==> src/rtl/qtd_pkg.sv <==
// Shared constants and result type for the quadtree region decoder.
`default_nettype none

package qtd_pkg;

    localparam int CFG_W   = 11;
    localparam int SYM_W   = 8;
    localparam int COORD_W = 10;
    localparam int SPLIT_W = 19;

    localparam logic [SPLIT_W-1:0] SPLIT_MAX = 19'd349525;

    localparam logic [SYM_W-1:0] SYM_STAR = 8'h2A;
    localparam logic [SYM_W-1:0] SYM_ZERO = 8'h30;
    localparam logic [SYM_W-1:0] SYM_NINE = 8'h39;
    localparam logic [SYM_W-1:0] SYM_A    = 8'h61;
    localparam logic [SYM_W-1:0] SYM_Z    = 8'h7A;

    // symbol classes
    localparam logic [1:0] OP_NONE  = 2'd0;
    localparam logic [1:0] OP_SPLIT = 2'd1;
    localparam logic [1:0] OP_DIGIT = 2'd2;
    localparam logic [1:0] OP_FILL  = 2'd3;

    // child slots inside a stack entry, in push order
    localparam logic [1:0] CHILD_BR = 2'd0;
    localparam logic [1:0] CHILD_BL = 2'd1;
    localparam logic [1:0] CHILD_TR = 2'd2;

    typedef struct packed {
        logic [COORD_W-1:0] row_top;
        logic [COORD_W-1:0] col_left;
        logic [COORD_W-1:0] row_bottom;
        logic [COORD_W-1:0] col_right;
        logic [SYM_W-1:0]   fill_symbol;
        logic [SPLIT_W-1:0] split_count;
        logic               image_done;
    } fill_t;

endpackage

`default_nettype wire

==> src/rtl/qtd_sym_if.sv <==
// Symbol input channel: valid/ready with symbol and start request.
`default_nettype none

interface qtd_sym_if;
    logic                       valid;
    logic                       ready;
    logic [qtd_pkg::SYM_W-1:0]  symbol;
    logic                       start_req;

    modport source (output valid, output symbol, output start_req, input ready);
    modport sink   (input valid, input symbol, input start_req, output ready);
endinterface

`default_nettype wire

==> src/rtl/qtd_fill_if.sv <==
// Fill result channel: valid/ready with rectangle, letter, split count and done.
`default_nettype none

interface qtd_fill_if;
    logic                          valid;
    logic                          ready;
    logic [qtd_pkg::COORD_W-1:0]   row_top;
    logic [qtd_pkg::COORD_W-1:0]   col_left;
    logic [qtd_pkg::COORD_W-1:0]   row_bottom;
    logic [qtd_pkg::COORD_W-1:0]   col_right;
    logic [qtd_pkg::SYM_W-1:0]     fill_symbol;
    logic [qtd_pkg::SPLIT_W-1:0]   split_count;
    logic                          image_done;

    modport source (output valid, output row_top, output col_left, output row_bottom,
                    output col_right, output fill_symbol, output split_count,
                    output image_done, input ready);
    modport sink   (input valid, input row_top, input col_left, input row_bottom,
                    input col_right, input fill_symbol, input split_count,
                    input image_done, output ready);
endinterface

`default_nettype wire

==> src/rtl/quadtree_region_decoder_core.sv <==
// Quadtree region decoder: region stack in flops plus one-port RAM, registered fill output.
//
//  channel   | dir | handshake   | payload
//  ----------+-----+-------------+----------------------------------------------
//  sym_in    | in  | valid/ready | symbol, start_req
//  fill_out  | out | valid/ready | row_top, col_left, row_bottom, col_right,
//            |     |             | fill_symbol, split_count, image_done
//  cfg       | in  | wr_en only  | cfg_wr_data = side length
//
//  One symbol per cycle while the skid slot is empty; each fill result is registered.
//  Each split with a kept child pushes its parent region and child mask as one entry;
//  the top two entries sit in flops and the rest in a RAM with one access per cycle.
//  A skid register holds one result, so input stalls only when both output slots fill.
//  Reset clears counters and the region; the stack RAM needs no clearing pass.
`default_nettype none

module quadtree_region_decoder_core #(
    parameter int MAX_SIDE    = 1024,
    parameter int STACK_DEPTH = 32
) (
    input  wire logic                        clk,
    input  wire logic                        rst_n,
    input  wire logic                        cfg_wr_en,
    input  wire logic [qtd_pkg::CFG_W-1:0]   cfg_wr_data,
    qtd_sym_if.sink                          sym_in,
    qtd_fill_if.source                       fill_out
);

    localparam int CW  = (MAX_SIDE > 2) ? $clog2(MAX_SIDE) : 1;
    localparam int CWX = (CW > qtd_pkg::COORD_W) ? CW : qtd_pkg::COORD_W;
    localparam int SW  = (qtd_pkg::CFG_W > CW + 1) ? qtd_pkg::CFG_W : CW + 1;
    localparam int SPW = $clog2(STACK_DEPTH + 1);
    localparam int AW  = $clog2(STACK_DEPTH);

    typedef struct packed {
        logic [CW-1:0] r0;
        logic [CW-1:0] c0;
        logic [CW-1:0] r1;
        logic [CW-1:0] c1;
    } region_t;

    typedef struct packed {
        region_t    parent;
        logic [2:0] mask;
    } entry_t;

    function automatic region_t child_of(region_t p, logic [1:0] which);
        logic [CW:0]   rs;
        logic [CW:0]   cs;
        logic [CW-1:0] mr;
        logic [CW-1:0] mc;
        region_t       c;
        rs = {1'b0, p.r0} + {1'b0, p.r1};
        cs = {1'b0, p.c0} + {1'b0, p.c1};
        mr = rs[CW:1];
        mc = cs[CW:1];
        case (which)
            qtd_pkg::CHILD_TR: c = '{r0: p.r0, c0: mc + CW'(1), r1: mr, c1: p.c1};
            qtd_pkg::CHILD_BL: c = '{r0: mr + CW'(1), c0: p.c0, r1: p.r1, c1: mc};
            default:           c = '{r0: mr + CW'(1), c0: mc + CW'(1), r1: p.r1, c1: p.c1};
        endcase
        return c;
    endfunction

    function automatic logic [qtd_pkg::COORD_W-1:0] to_coord(logic [CW-1:0] v);
        logic [CWX-1:0] x;
        x = CWX'(v);
        return x[qtd_pkg::COORD_W-1:0];
    endfunction

    // state
    logic [qtd_pkg::CFG_W-1:0]   side_reg;
    region_t                     cur_reg, cur_next;
    logic [SPW-1:0]              sp_reg, sp_next;
    logic [SPW-1:0]              ent_reg, ent_next;
    logic [qtd_pkg::SPLIT_W-1:0] splits_reg, splits_next;
    logic                        active_reg, active_next;
    entry_t                      top_reg, top_next;
    entry_t                      second_reg, second_next;
    logic                        from_ram_reg, from_ram_next;
    entry_t                      rd_data_reg;
    entry_t                      mem [STACK_DEPTH];

    logic                        mem_we, mem_re;
    logic [AW-1:0]               mem_waddr, mem_raddr;
    entry_t                      mem_wdata;
    logic [SPW-1:0]              waddr_full, raddr_full;

    // output slots
    qtd_pkg::fill_t              out_data_reg, out_data_next;
    qtd_pkg::fill_t              skid_data_reg, skid_data_next;
    logic                        out_valid_reg, out_valid_next;
    logic                        skid_valid_reg, skid_valid_next;
    qtd_pkg::fill_t              res;
    logic                        res_valid;

    // decode
    logic                        accept;
    logic [1:0]                  op;
    logic [SW-1:0]               side_sat;
    logic [SW-1:0]               side_edge;
    region_t                     whole;
    region_t                     g;
    logic [SPW-1:0]              sp_eff, ent_eff;
    logic [qtd_pkg::SPLIT_W-1:0] splits_eff;
    logic                        active_eff;
    entry_t                      second_fwd;
    logic [CW:0]                 mr_sum, mc_sum;
    logic [CW-1:0]               mr, mc;
    logic                        single, right, lower;
    logic [2:0]                  cand, keep;
    logic [SPW-1:0]              cnt;
    logic [1:0]                  pick;
    logic [2:0]                  mask_left;

    assign accept       = sym_in.valid && sym_in.ready;
    assign sym_in.ready = !skid_valid_reg;

    always_comb
    begin
        if (sym_in.symbol == qtd_pkg::SYM_STAR)
        begin
            op = qtd_pkg::OP_SPLIT;
        end
        else if (sym_in.symbol inside {[qtd_pkg::SYM_ZERO:qtd_pkg::SYM_NINE]})
        begin
            op = qtd_pkg::OP_DIGIT;
        end
        else if (sym_in.symbol inside {[qtd_pkg::SYM_A:qtd_pkg::SYM_Z]})
        begin
            op = qtd_pkg::OP_FILL;
        end
        else
        begin
            op = qtd_pkg::OP_NONE;
        end
    end

    // whole square from the configured side, clamped to 1..MAX_SIDE
    always_comb
    begin
        if (side_reg == '0)
        begin
            side_sat = SW'(1);
        end
        else if (SW'(side_reg) > SW'(MAX_SIDE))
        begin
            side_sat = SW'(MAX_SIDE);
        end
        else
        begin
            side_sat = SW'(side_reg);
        end
        side_edge = side_sat - SW'(1);
        whole     = '{r0: '0, c0: '0, r1: side_edge[CW-1:0], c1: side_edge[CW-1:0]};
    end

    // state as seen by this symbol, after an optional restart
    always_comb
    begin
        if (sym_in.start_req)
        begin
            g          = whole;
            sp_eff     = '0;
            ent_eff    = '0;
            splits_eff = '0;
            active_eff = 1'b1;
        end
        else
        begin
            g          = cur_reg;
            sp_eff     = sp_reg;
            ent_eff    = ent_reg;
            splits_eff = splits_reg;
            active_eff = active_reg;
        end
        second_fwd = from_ram_reg ? rd_data_reg : second_reg;
    end

    // split geometry and push selection
    always_comb
    begin
        mr_sum  = {1'b0, g.r0} + {1'b0, g.r1};
        mc_sum  = {1'b0, g.c0} + {1'b0, g.c1};
        mr      = mr_sum[CW:1];
        mc      = mc_sum[CW:1];
        single  = (g.r0 == g.r1) && (g.c0 == g.c1);
        right   = mc < g.c1;
        lower   = mr < g.r1;
        cand[qtd_pkg::CHILD_BR] = right && lower && !single;
        cand[qtd_pkg::CHILD_BL] = lower && !single;
        cand[qtd_pkg::CHILD_TR] = right && !single;
        cnt  = sp_eff;
        keep = '0;
        // drop parts that do not fit, in push order
        for (int i = 0; i < 3; i++)
        begin
            if (cand[i] && (cnt < SPW'(STACK_DEPTH)))
            begin
                keep[i] = 1'b1;
                cnt     = cnt + SPW'(1);
            end
        end
    end

    // pop selection from the top entry, last pushed first
    always_comb
    begin
        if (top_reg.mask[qtd_pkg::CHILD_TR])
        begin
            pick = qtd_pkg::CHILD_TR;
        end
        else if (top_reg.mask[qtd_pkg::CHILD_BL])
        begin
            pick = qtd_pkg::CHILD_BL;
        end
        else
        begin
            pick = qtd_pkg::CHILD_BR;
        end
        mask_left       = top_reg.mask;
        mask_left[pick] = 1'b0;
    end

    always_comb
    begin
        cur_next      = cur_reg;
        sp_next       = sp_reg;
        ent_next      = ent_reg;
        splits_next   = splits_reg;
        active_next   = active_reg;
        top_next      = top_reg;
        second_next   = second_reg;
        from_ram_next = from_ram_reg;
        mem_we        = 1'b0;
        mem_re        = 1'b0;
        waddr_full    = ent_eff - SPW'(2);
        raddr_full    = ent_eff - SPW'(3);
        mem_wdata     = second_fwd;
        res_valid     = 1'b0;
        res           = '{row_top:     to_coord(g.r0),
                          col_left:    to_coord(g.c0),
                          row_bottom:  to_coord(g.r1),
                          col_right:   to_coord(g.c1),
                          fill_symbol: sym_in.symbol,
                          split_count: splits_eff,
                          image_done:  (sp_eff == '0)};

        if (accept)
        begin
            cur_next    = g;
            sp_next     = sp_eff;
            ent_next    = ent_eff;
            splits_next = splits_eff;
            active_next = active_eff;
            if (sym_in.start_req)
            begin
                from_ram_next = 1'b0;
            end

            if (active_eff)
            begin
                case (op)
                    qtd_pkg::OP_SPLIT:
                    begin
                        if (splits_eff < qtd_pkg::SPLIT_MAX)
                        begin
                            splits_next = splits_eff + qtd_pkg::SPLIT_W'(1);
                        end
                        if (!single)
                        begin
                            cur_next.r1 = mr;
                            cur_next.c1 = mc;
                        end
                        if (keep != '0)
                        begin
                            // push: top moves down, old second spills to RAM
                            sp_next       = cnt;
                            ent_next      = ent_eff + SPW'(1);
                            top_next      = '{parent: g, mask: keep};
                            second_next   = top_reg;
                            from_ram_next = 1'b0;
                            mem_we        = (ent_eff >= SPW'(2));
                        end
                    end
                    qtd_pkg::OP_FILL:
                    begin
                        res_valid = 1'b1;
                        if (sp_eff == '0)
                        begin
                            active_next = 1'b0;
                        end
                        else
                        begin
                            sp_next  = sp_eff - SPW'(1);
                            cur_next = child_of(top_reg.parent, pick);
                            if (mask_left == '0)
                            begin
                                // entry exhausted: second moves up, refill from RAM
                                ent_next      = ent_eff - SPW'(1);
                                top_next      = second_fwd;
                                mem_re        = (ent_eff >= SPW'(3));
                                from_ram_next = (ent_eff >= SPW'(3));
                            end
                            else
                            begin
                                top_next.mask = mask_left;
                            end
                        end
                    end
                    default:
                    begin
                        // digits and other symbols leave the state as is
                    end
                endcase
            end
        end
        mem_waddr = waddr_full[AW-1:0];
        mem_raddr = raddr_full[AW-1:0];
    end

    always_ff @(posedge clk or negedge rst_n)
    begin
        if (!rst_n)
        begin
            side_reg     <= qtd_pkg::CFG_W'(1);
            cur_reg      <= '0;
            sp_reg       <= '0;
            ent_reg      <= '0;
            splits_reg   <= '0;
            active_reg   <= 1'b1;
            from_ram_reg <= 1'b0;
        end
        else
        begin
            if (cfg_wr_en)
            begin
                side_reg <= cfg_wr_data;
            end
            cur_reg      <= cur_next;
            sp_reg       <= sp_next;
            ent_reg      <= ent_next;
            splits_reg   <= splits_next;
            active_reg   <= active_next;
            from_ram_reg <= from_ram_next;
        end
    end

    always_ff @(posedge clk)
    begin
        top_reg    <= top_next;
        second_reg <= second_next;
    end

    // stack RAM, one access per cycle
    always_ff @(posedge clk)
    begin
        if (mem_we)
        begin
            mem[mem_waddr] <= mem_wdata;
        end
        if (mem_re)
        begin
            rd_data_reg <= mem[mem_raddr];
        end
    end

    // output register with one skid slot
    always_comb
    begin
        out_data_next   = out_data_reg;
        out_valid_next  = out_valid_reg;
        skid_data_next  = skid_data_reg;
        skid_valid_next = skid_valid_reg;
        if (!out_valid_reg || fill_out.ready)
        begin
            if (skid_valid_reg)
            begin
                out_data_next   = skid_data_reg;
                out_valid_next  = 1'b1;
                skid_data_next  = res;
                skid_valid_next = res_valid;
            end
            else
            begin
                out_data_next   = res;
                out_valid_next  = res_valid;
                skid_valid_next = 1'b0;
            end
        end
        else if (res_valid)
        begin
            skid_data_next  = res;
            skid_valid_next = 1'b1;
        end
    end

    always_ff @(posedge clk or negedge rst_n)
    begin
        if (!rst_n)
        begin
            out_valid_reg  <= 1'b0;
            skid_valid_reg <= 1'b0;
        end
        else
        begin
            out_valid_reg  <= out_valid_next;
            skid_valid_reg <= skid_valid_next;
        end
    end

    always_ff @(posedge clk)
    begin
        out_data_reg  <= out_data_next;
        skid_data_reg <= skid_data_next;
    end

    assign fill_out.valid       = out_valid_reg;
    assign fill_out.row_top     = out_data_reg.row_top;
    assign fill_out.col_left    = out_data_reg.col_left;
    assign fill_out.row_bottom  = out_data_reg.row_bottom;
    assign fill_out.col_right   = out_data_reg.col_right;
    assign fill_out.fill_symbol = out_data_reg.fill_symbol;
    assign fill_out.split_count = out_data_reg.split_count;
    assign fill_out.image_done  = out_data_reg.image_done;

`ifndef SYNTHESIS
    a_ent_le_sp: assert property (@(posedge clk) disable iff (!rst_n)
        ent_reg <= sp_reg)
        else $error("stack entry count exceeds region count");

    a_sp_bound: assert property (@(posedge clk) disable iff (!rst_n)
        sp_reg <= SPW'(STACK_DEPTH))
        else $error("region count beyond stack depth");

    a_skid_behind_out: assert property (@(posedge clk) disable iff (!rst_n)
        skid_valid_reg |-> out_valid_reg)
        else $error("skid slot holds a result while output slot is empty");

    a_done_empty: assert property (@(posedge clk) disable iff (!rst_n)
        !active_reg |-> (sp_reg == '0))
        else $error("decoding stopped with pending regions");

    a_fwd_depth: assert property (@(posedge clk) disable iff (!rst_n)
        from_ram_reg |-> (ent_reg >= SPW'(2)))
        else $error("second entry taken from RAM with shallow stack");
`endif

endmodule

`default_nettype wire

==> src/flat_wrapper.sv <==
// flat-port wrapper written by rule: the top's interface ports become plain ports
module quadtree_region_decoder_core_flat 
#(
    parameter int MAX_SIDE    = 1024,
    parameter int STACK_DEPTH = 32
)
  (clk, rst_n, cfg_wr_en, cfg_wr_data, sym_in_valid, sym_in_symbol, sym_in_start_req, sym_in_ready, fill_out_valid, fill_out_row_top, fill_out_col_left, fill_out_row_bottom, fill_out_col_right, fill_out_fill_symbol, fill_out_split_count, fill_out_image_done, fill_out_ready);
  qtd_sym_if sym_in_i ();
  qtd_fill_if fill_out_i ();
  input  wire logic clk;
  input  wire logic rst_n;
  input  wire logic cfg_wr_en;
  input  wire logic [qtd_pkg::CFG_W-1:0] cfg_wr_data;
  input wire logic [$bits(sym_in_i.valid)-1:0] sym_in_valid;
  input wire logic [$bits(sym_in_i.symbol)-1:0] sym_in_symbol;
  input wire logic [$bits(sym_in_i.start_req)-1:0] sym_in_start_req;
  output wire logic [$bits(sym_in_i.ready)-1:0] sym_in_ready;
  output wire logic [$bits(fill_out_i.valid)-1:0] fill_out_valid;
  output wire logic [$bits(fill_out_i.row_top)-1:0] fill_out_row_top;
  output wire logic [$bits(fill_out_i.col_left)-1:0] fill_out_col_left;
  output wire logic [$bits(fill_out_i.row_bottom)-1:0] fill_out_row_bottom;
  output wire logic [$bits(fill_out_i.col_right)-1:0] fill_out_col_right;
  output wire logic [$bits(fill_out_i.fill_symbol)-1:0] fill_out_fill_symbol;
  output wire logic [$bits(fill_out_i.split_count)-1:0] fill_out_split_count;
  output wire logic [$bits(fill_out_i.image_done)-1:0] fill_out_image_done;
  input wire logic [$bits(fill_out_i.ready)-1:0] fill_out_ready;
  assign sym_in_i.valid = sym_in_valid;
  assign sym_in_i.symbol = sym_in_symbol;
  assign sym_in_i.start_req = sym_in_start_req;
  assign sym_in_ready = sym_in_i.ready;
  assign fill_out_valid = fill_out_i.valid;
  assign fill_out_row_top = fill_out_i.row_top;
  assign fill_out_col_left = fill_out_i.col_left;
  assign fill_out_row_bottom = fill_out_i.row_bottom;
  assign fill_out_col_right = fill_out_i.col_right;
  assign fill_out_fill_symbol = fill_out_i.fill_symbol;
  assign fill_out_split_count = fill_out_i.split_count;
  assign fill_out_image_done = fill_out_i.image_done;
  assign fill_out_i.ready = fill_out_ready;
  quadtree_region_decoder_core #(.MAX_SIDE(MAX_SIDE), .STACK_DEPTH(STACK_DEPTH)) u_core (.clk(clk), .rst_n(rst_n), .cfg_wr_en(cfg_wr_en), .cfg_wr_data(cfg_wr_data), .sym_in(sym_in_i), .fill_out(fill_out_i));
endmodule
==> config.mk <==
export PLATFORM = sky130hd
export DESIGN_NAME = quadtree_region_decoder_core_flat
export DESIGN_NICKNAME = d
export VERILOG_FILES = /design/src/rtl/qtd_pkg.sv /design/src/rtl/qtd_sym_if.sv /design/src/rtl/qtd_fill_if.sv /design/src/rtl/quadtree_region_decoder_core.sv /design/src/flat_wrapper.sv
export SDC_FILE = /design/constraint.sdc
export NUM_CORES = 2
export LEC_CHECK = 0
export ABC_AREA = 1
export ABC_CLOCK_PERIOD_IN_PS = 11000
export BUFFER_PORTS_ARGS = -buffer_cell sky130_fd_sc_hd__buf_2
export CORE_ASPECT_RATIO = 0.7
export CORE_MARGIN = 2
export CORE_UTILIZATION = 40
export DETAILED_ROUTE_END_ITERATION = 10
export HOLD_SLACK_MARGIN = 0.03
export PLACE_DENSITY = 0.55
export SLEW_MARGIN = 25
export SYNTH_ARGS = -nofsm -noshare
export SYNTH_HDL_FRONTEND = slang
export SYNTH_SLANG_ARGS = --single-unit
==> constraint.sdc <==
create_clock -name clk -period 11 [get_ports clk]
set_input_delay 1.65 -clock clk [delete_from_list [all_inputs] [get_ports clk]]
set_output_delay 1.65 -clock clk [all_outputs]
set_load 0.01 [all_outputs]
---- Word level (Yosys, flattened, before mapping) ----
Memory sizes are Yosys's and may differ from the RTL's. A register that Yosys moved wholly into a read port is not among the register bits.
Index checks and enable logic that the tools add are counted.
word-level totals
  flip-flop bits (word level) ............. 308
  memory bits (writable) .................. 1376
  output and inout port bits .............. 70
  word-level logic and storage cells ...... 182
  memories ................................ 1
operators by class
  add/subtract/negate cells ............... 16
  order comparisons ....................... 15
  equal/unequal tests ..................... 11
  multiplexer cells ....................... 75
  bitwise operators ....................... 2
  reductions and logical operators ........ 26
memory list
  memory      depth  width  read ports  clocked after Yosys merged registers in  write ports  line                                RTL
  u_core.mem  32     43     1           1                                        1            quadtree_region_decoder_core.sv:82  entry_t mem [STACK_DEPTH];
operators with widths
  operator               number
  $mux 68                4
  $mux 40                4
  $mux 43                3
  $pmux 43 s2            1
  $pmux 40 s2            1
  $mux 19                4
  $mux 6                 12
  $add 10x10->11         4
  $mux 20                2
  $pmux 20 s2            1
  $mux 1                 32
  $add 6x1->6 const B    4
  $pmux 6 s2             2
  $add 10x1->10 const B  2
  $eq 10x10->1           2
  $lt 10x10->1           2
  $mux 10                2
  $add 19x1->19 const B  1
  $lt 19x19->1 const B   1
  $lt 6x6->1 const B     3
  $ge 6x2->1 const B     2
  $logic_and 1x1->1      12
  $sub 6x1->6 const B    2
  $gt 11x11->1 const B   1
  other kinds (30)       41

---- Longest topological paths before layout ----
  depth in word-level cells ............... 24
  depth in mapped cells ................... 47
  mapped depth without buffers ............ 47

---- Worst setup path before layout ----
OpenSTA, ideal clock, no wires.
  path type ............................... input to register
  from .................................... input sym_in_start_req
  to ...................................... memory u_core.mem[31][0] in the netlist's numbering (enable)
  library setup time ...................... 0.497 ns
  arrival ................................. 9.779 ns
  required time ........................... 10.503 ns
  slack ................................... 0.724 ns
  stages .................................. 37
  buffers on the path ..................... 5
  path through ............................ clkbuf_1 clkbuf_1 clkbuf_1 clkbuf_1 nor2_1 ha_1 fa_1 a21oi_1 o21bai_1 a21oi_1 nor2_1 nor2_1 nor2_1 o21ai_0 nand2_1 a21o_1 nand2_1 nand2_1 ha_1 nand4_1 inv_1 nand2_1 o211ai_1 inv_1 nand2_1 inv_2 nand3_4 o21ai_1 inv_2 nand3_2 nand3_4 nand2_4 nand2_4 nor2_8 o31ai_4 buf_6 nor3_1
RTL lines
  item             line                                RTL
  start, declared  flat_wrapper.sv:16                  input wire logic [$bits(sym_in_i.start_req)-1:0] sym_in_start_req;
  end, declared    quadtree_region_decoder_core.sv:82

==> metrics.txt <==
# TYPE chip_impl_metric gauge
chip_impl_metric{name="post_synthesis_cell_area",unit="mm²"} 0.0718
chip_impl_metric{name="fin_nets",unit=""} 5849
chip_impl_metric{name="synth_sequential_area_ratio",unit="%"} 71.6
chip_impl_metric{name="detailroute.via_count",unit=""} 47664
chip_impl_metric{name="worst_r2r_path_depth",unit=""} 43
chip_impl_metric{name="post-route-util",unit="%"} 44.8
chip_impl_metric{name="post_drt_via_cell_ratio",unit=""} 5.78
chip_impl_metric{name="die_h",unit="µm"} 359
chip_impl_metric{name="finalWirelength",unit="µm"} 216000
chip_impl_metric{name="power_per_cell_area",unit="mW/mm²"} 184
chip_impl_info{name="ctsRootBufferMaster",value="sky130_fd_sc_hd__clkbuf_16"} 1
chip_impl_metric{name="multiInputGateArea",unit="mm²"} 0.0183
chip_impl_metric{name="area.sequential",unit="mm²"} 0.0514
chip_impl_metric{name="fraction_of_layout_cells_with_a_size_suffix_above_1",unit="%"} 9.12
chip_impl_info{name="holdCritPathClass",value="reg -> reg"} 1
chip_impl_info{name="grt_setup_unrepaired",value="false"} 1
chip_impl_metric{name="drv_slew",unit=""} 0
chip_impl_metric{name="holdBufCountCts",unit=""} 0
chip_impl_metric{name="area_growth",unit="%"} 11.7
chip_impl_metric{name="detailedPlace.worstSlack",unit="ps"} 2090
chip_impl_info{name="yosysMostFrequentCell",value="sky130_fd_sc_hd__edfxtp_1"} 1
chip_impl_metric{name="internal_reg_to_reg_setup_slack",unit="ps"} 2390
chip_impl_metric{name="edff_count_synth",unit=""} 1641
chip_impl_info{name="end_kind",value="flop"} 1
chip_impl_metric{name="grtUsageTotal",unit="%"} 23.1
chip_impl_metric{name="top_level_ports",unit=""} 95
chip_impl_info{name="rr_startpoint",value="u_core.side_reg[5]$_DFFE_PN0P_"} 1
chip_impl_metric{name="final_layout_setup_total_negative_slack",unit="ps"} 0
chip_impl_metric{name="crit_arrival",unit="ps"} 9040
chip_impl_metric{name="final_period_minus_worst_setup_slack",unit="ps"} 8610
chip_impl_metric{name="design.core.area",unit="mm²"} 0.179
chip_impl_metric{name="fp-row-count",unit=""} 130
chip_impl_metric{name="cts_max_path_buffers",unit=""} 3
chip_impl_info{name="worstSetupStartpoint",value="u_core.side_reg[5]$_DFFE_PN0P_"} 1
chip_impl_info{name="tritoncts",value="yes"} 1
chip_impl_info{name="worstHoldEndpoint",value="u_core.ent_reg[1]$_DFFE_PN0P_"} 1
chip_impl_metric{name="maxSlewHeadroom",unit="%"} 32.0
chip_impl_metric{name="routedWlPerCell",unit="µm"} 26.2
chip_impl_info{name="cp_slowest_cell",value="sky130_fd_sc_hd__o21ai_0"} 1
chip_impl_metric{name="cts.sinks",unit=""} 1727
chip_impl_metric{name="cp.required",unit="ps"} 11430
chip_impl_metric{name="finalClockSkew",unit="ps"} 33.7
chip_impl_metric{name="largest_register_ff_count",unit=""} 1376
chip_impl_info{name="yosys-top-cells-count",value="sky130_fd_sc_hd__edfxtp_1, sky130_fd_sc_hd__o21ai_0, sky130_fd_sc_hd__nor2_1, sky130_fd_sc_hd__nand2_1, sky130_fd_sc_hd__clkbuf_1"} 1
chip_impl_metric{name="detailedRoute.firstIterationViolations",unit=""} 6639
chip_impl_metric{name="final.hold.worst_slack",unit="ps"} 480
chip_impl_metric{name="worst_ir_drop_vdd",unit="mV"} 0.176
chip_impl_metric{name="cts_max_level",unit=""} 4
chip_impl_metric{name="final.fill_count",unit=""} 16147
chip_impl_metric{name="final.period_utilization",unit="%"} 78.3
chip_impl_metric{name="detail_route.drc_violations",unit=""} 0
chip_impl_metric{name="cpPeakStageDelay",unit="ps"} 700
chip_impl_metric{name="timing.final.ws_setup",unit="ps"} 2390
chip_impl_metric{name="max_clock_freq",unit="GHz"} 0.116
chip_impl_metric{name="start_util",unit="%"} 40.1
chip_impl_metric{name="worst_setup_hold_path_clk_slew",unit="ps"} 60
chip_impl_metric{name="die_w",unit="µm"} 510
chip_impl_metric{name="gp_congestion",unit=""} 0.889
chip_impl_metric{name="clk-insertion-delay-late",unit="ps"} 810
chip_impl_metric{name="port-buffer-count",unit=""} 94
chip_impl_metric{name="place.detailed.hpwl",unit="µm"} 126000
chip_impl_metric{name="hold_viol_final",unit=""} 0
chip_impl_info{name="ys_top_cells_by_area",value="sky130_fd_sc_hd__edfxtp_1, sky130_fd_sc_hd__o21ai_0, sky130_fd_sc_hd__nor2_1, sky130_fd_sc_hd__o221ai_1, sky130_fd_sc_hd__dfrtp_1"} 1
chip_impl_info{name="synth.largest_area_cell",value="sky130_fd_sc_hd__edfxtp_1"} 1
chip_impl_info{name="outcome",value="complete, no violations"} 1
chip_impl_metric{name="syn-instance-count",unit=""} 5736
chip_impl_metric{name="crit_fanout",unit=""} 32
chip_impl_metric{name="synthDominantCellAreaShare",unit="%"} 68.6
chip_impl_metric{name="wire_length_of_the_first_global_routing_pass",unit="µm"} 312000
chip_impl_info{name="worstHoldStart",value="u_core.ent_reg[1]$_DFFE_PN0P_"} 1
chip_impl_metric{name="asyncSetResetFlopFracSynth",unit="%"} 4.98
chip_impl_metric{name="drtAntennaViolNets",unit=""} 0
chip_impl_metric{name="cts_buffers",unit=""} 161
chip_impl_info{name="crit_start_category",value="flop"} 1
chip_impl_metric{name="cap_violations",unit=""} 0
chip_impl_metric{name="post_cts.resized_instances",unit=""} 0
chip_impl_metric{name="first_global_vias",unit=""} 44572
chip_impl_metric{name="whs_path_depth",unit=""} 2
chip_impl_metric{name="gr-total-overflow",unit=""} 0
chip_impl_metric{name="postCtsSetupBuffers",unit=""} 0
chip_impl_metric{name="max_slew.worst_pin.slew",unit="ps"} 1020
chip_impl_metric{name="dr.pass1.iters",unit=""} 6
chip_impl_metric{name="synth_area_per_cell",unit="µm²"} 12.5
chip_impl_info{name="synth-main-ff-cell",value="sky130_fd_sc_hd__edfxtp_1"} 1
chip_impl_metric{name="synth_cell_type_count",unit=""} 61
chip_impl_metric{name="die_area",unit="mm²"} 0.183
chip_impl_info{name="criticalPathCategory",value="reg -> reg"} 1
chip_impl_metric{name="syn-num-nets",unit=""} 5837
chip_impl_info{name="crit_top_cell",value="sky130_fd_sc_hd__nand2_1"} 1
chip_impl_metric{name="yosysWarnings",unit=""} 0
chip_impl_metric{name="largest_net_degree_at_the_start_of_global_routing",unit=""} 186
chip_impl_metric{name="ys_ff_latch",unit=""} 1727
chip_impl_metric{name="finalSetupViolations",unit=""} 0
chip_impl_info{name="r2r_end",value="u_core.mem[9][12]$_DFFE_PP_"} 1
chip_impl_metric{name="leakage",unit="nW"} 26.7
chip_impl_metric{name="number_of_antenna_violations_at_the_first_check_in_global_routing",unit=""} 7
==> power breakdown <==
group | switching (mW) | internal, mW | leakage (nW)
clock network | 2.45 | 2.93 | 2.38
registers | 0.0289 | 7.39 | 16.0
logic | 1.49 | 0.505 | 8.25
==> through the flow <==
stage               area (µm²)  power, mW  instances
finish                   80200       14.8       8243
global route             80200       15.3       8243
CTS                      80200       14.9       8241
detailed placement       75300       9.55       7960
global placement         75300       9.55       7959
floorplan                71800       8.74       5736
==> worst max path at each step <==
stage                                  endpoint  cells past startpoint
floorplan           u_core.mem[31][0]$_DFFE_PP_                     37
global placement    u_core.mem[9][23]$_DFFE_PP_                     40
detailed placement  u_core.mem[9][23]$_DFFE_PP_                     40
CTS                 u_core.mem[9][27]$_DFFE_PP_                     43
global route        u_core.mem[9][28]$_DFFE_PP_                     43
finish              u_core.mem[9][12]$_DFFE_PP_                     43
==> metal layers <==
metal | up-vias | wire (µm) | GRT usage (%)
li1 | 21293 | - | -
met1 | 24074 | 102000 | 36.8
met2 | 2061 | 89900 | 32.0
met3 | 234 | 19500 | 4.96
met4 | 2 | 4160 | 5.43
met5 | - | 18 | 0
==> logic make-up (layout without fill, tap and decap cells) <==
logic type | count (synthesis) | in the layout | synth area share (%)
mux | 6 | 6 | 0.0906
xor+xnor | 72 | 72 | 0.888
flops | 1727 | 1727 | 71.6
simple gates | 1628 | 1628 | 9.19
compound gates | 1588 | 1588 | 13.5
fa+ha+maj | 76 | 76 | 1.37
buf+inv | 639 | 769 | 3.36
other cells | 0 | 1 | 0
==> critical path, delay by kind of cell, from the launching register on <==
family          cells  cell delay (ps)
compound gates     10             2250
xor+xnor            1              170
flops               1              420
fa+ha+maj           2              760
buf+inv             7             1340
simple gates       23             3210
==> cell usage in the layout (no fill, tap or decap), types with 47 or more instances in the layout <==
| master | count |
|---|---|
| sky130_fd_sc_hd__o221ai_1 | 300 |
| sky130_fd_sc_hd__a31oi_1 | 51 |
| sky130_fd_sc_hd__nor2_1 | 852 |
| sky130_fd_sc_hd__a21oi_1 | 126 |
| sky130_fd_sc_hd__nand2_1 | 510 |
| sky130_fd_sc_hd__buf_2 | 93 |
| sky130_fd_sc_hd__buf_4 | 108 |
| sky130_fd_sc_hd__xor2_1 | 54 |
| sky130_fd_sc_hd__dfrtp_1 | 82 |
| sky130_fd_sc_hd__o21ai_0 | 900 |
| sky130_fd_sc_hd__o211ai_1 | 60 |
| sky130_fd_sc_hd__ha_1 | 71 |
| sky130_fd_sc_hd__edfxtp_1 | 1641 |
| sky130_fd_sc_hd__nand3_1 | 133 |
| sky130_fd_sc_hd__o22ai_1 | 60 |
| sky130_fd_sc_hd__clkbuf_16 | 164 |
| sky130_fd_sc_hd__clkbuf_1 | 47 |
| sky130_fd_sc_hd__inv_1 | 256 |
==> layout make-up <==
type | count | share of cell area, %
repair buffers | 217 | 1.98
clock buffers | 215 | 5.40
inverters | 271 | 1.31
flip-flops and latches | 1727 | 64.1
multi-input cells | 3370 | 22.8
diodes | 1 | 0.00312
well taps | 2376 | 3.71
clock inverters | 66 | 0.664
(Power assumes the default switching activity.)
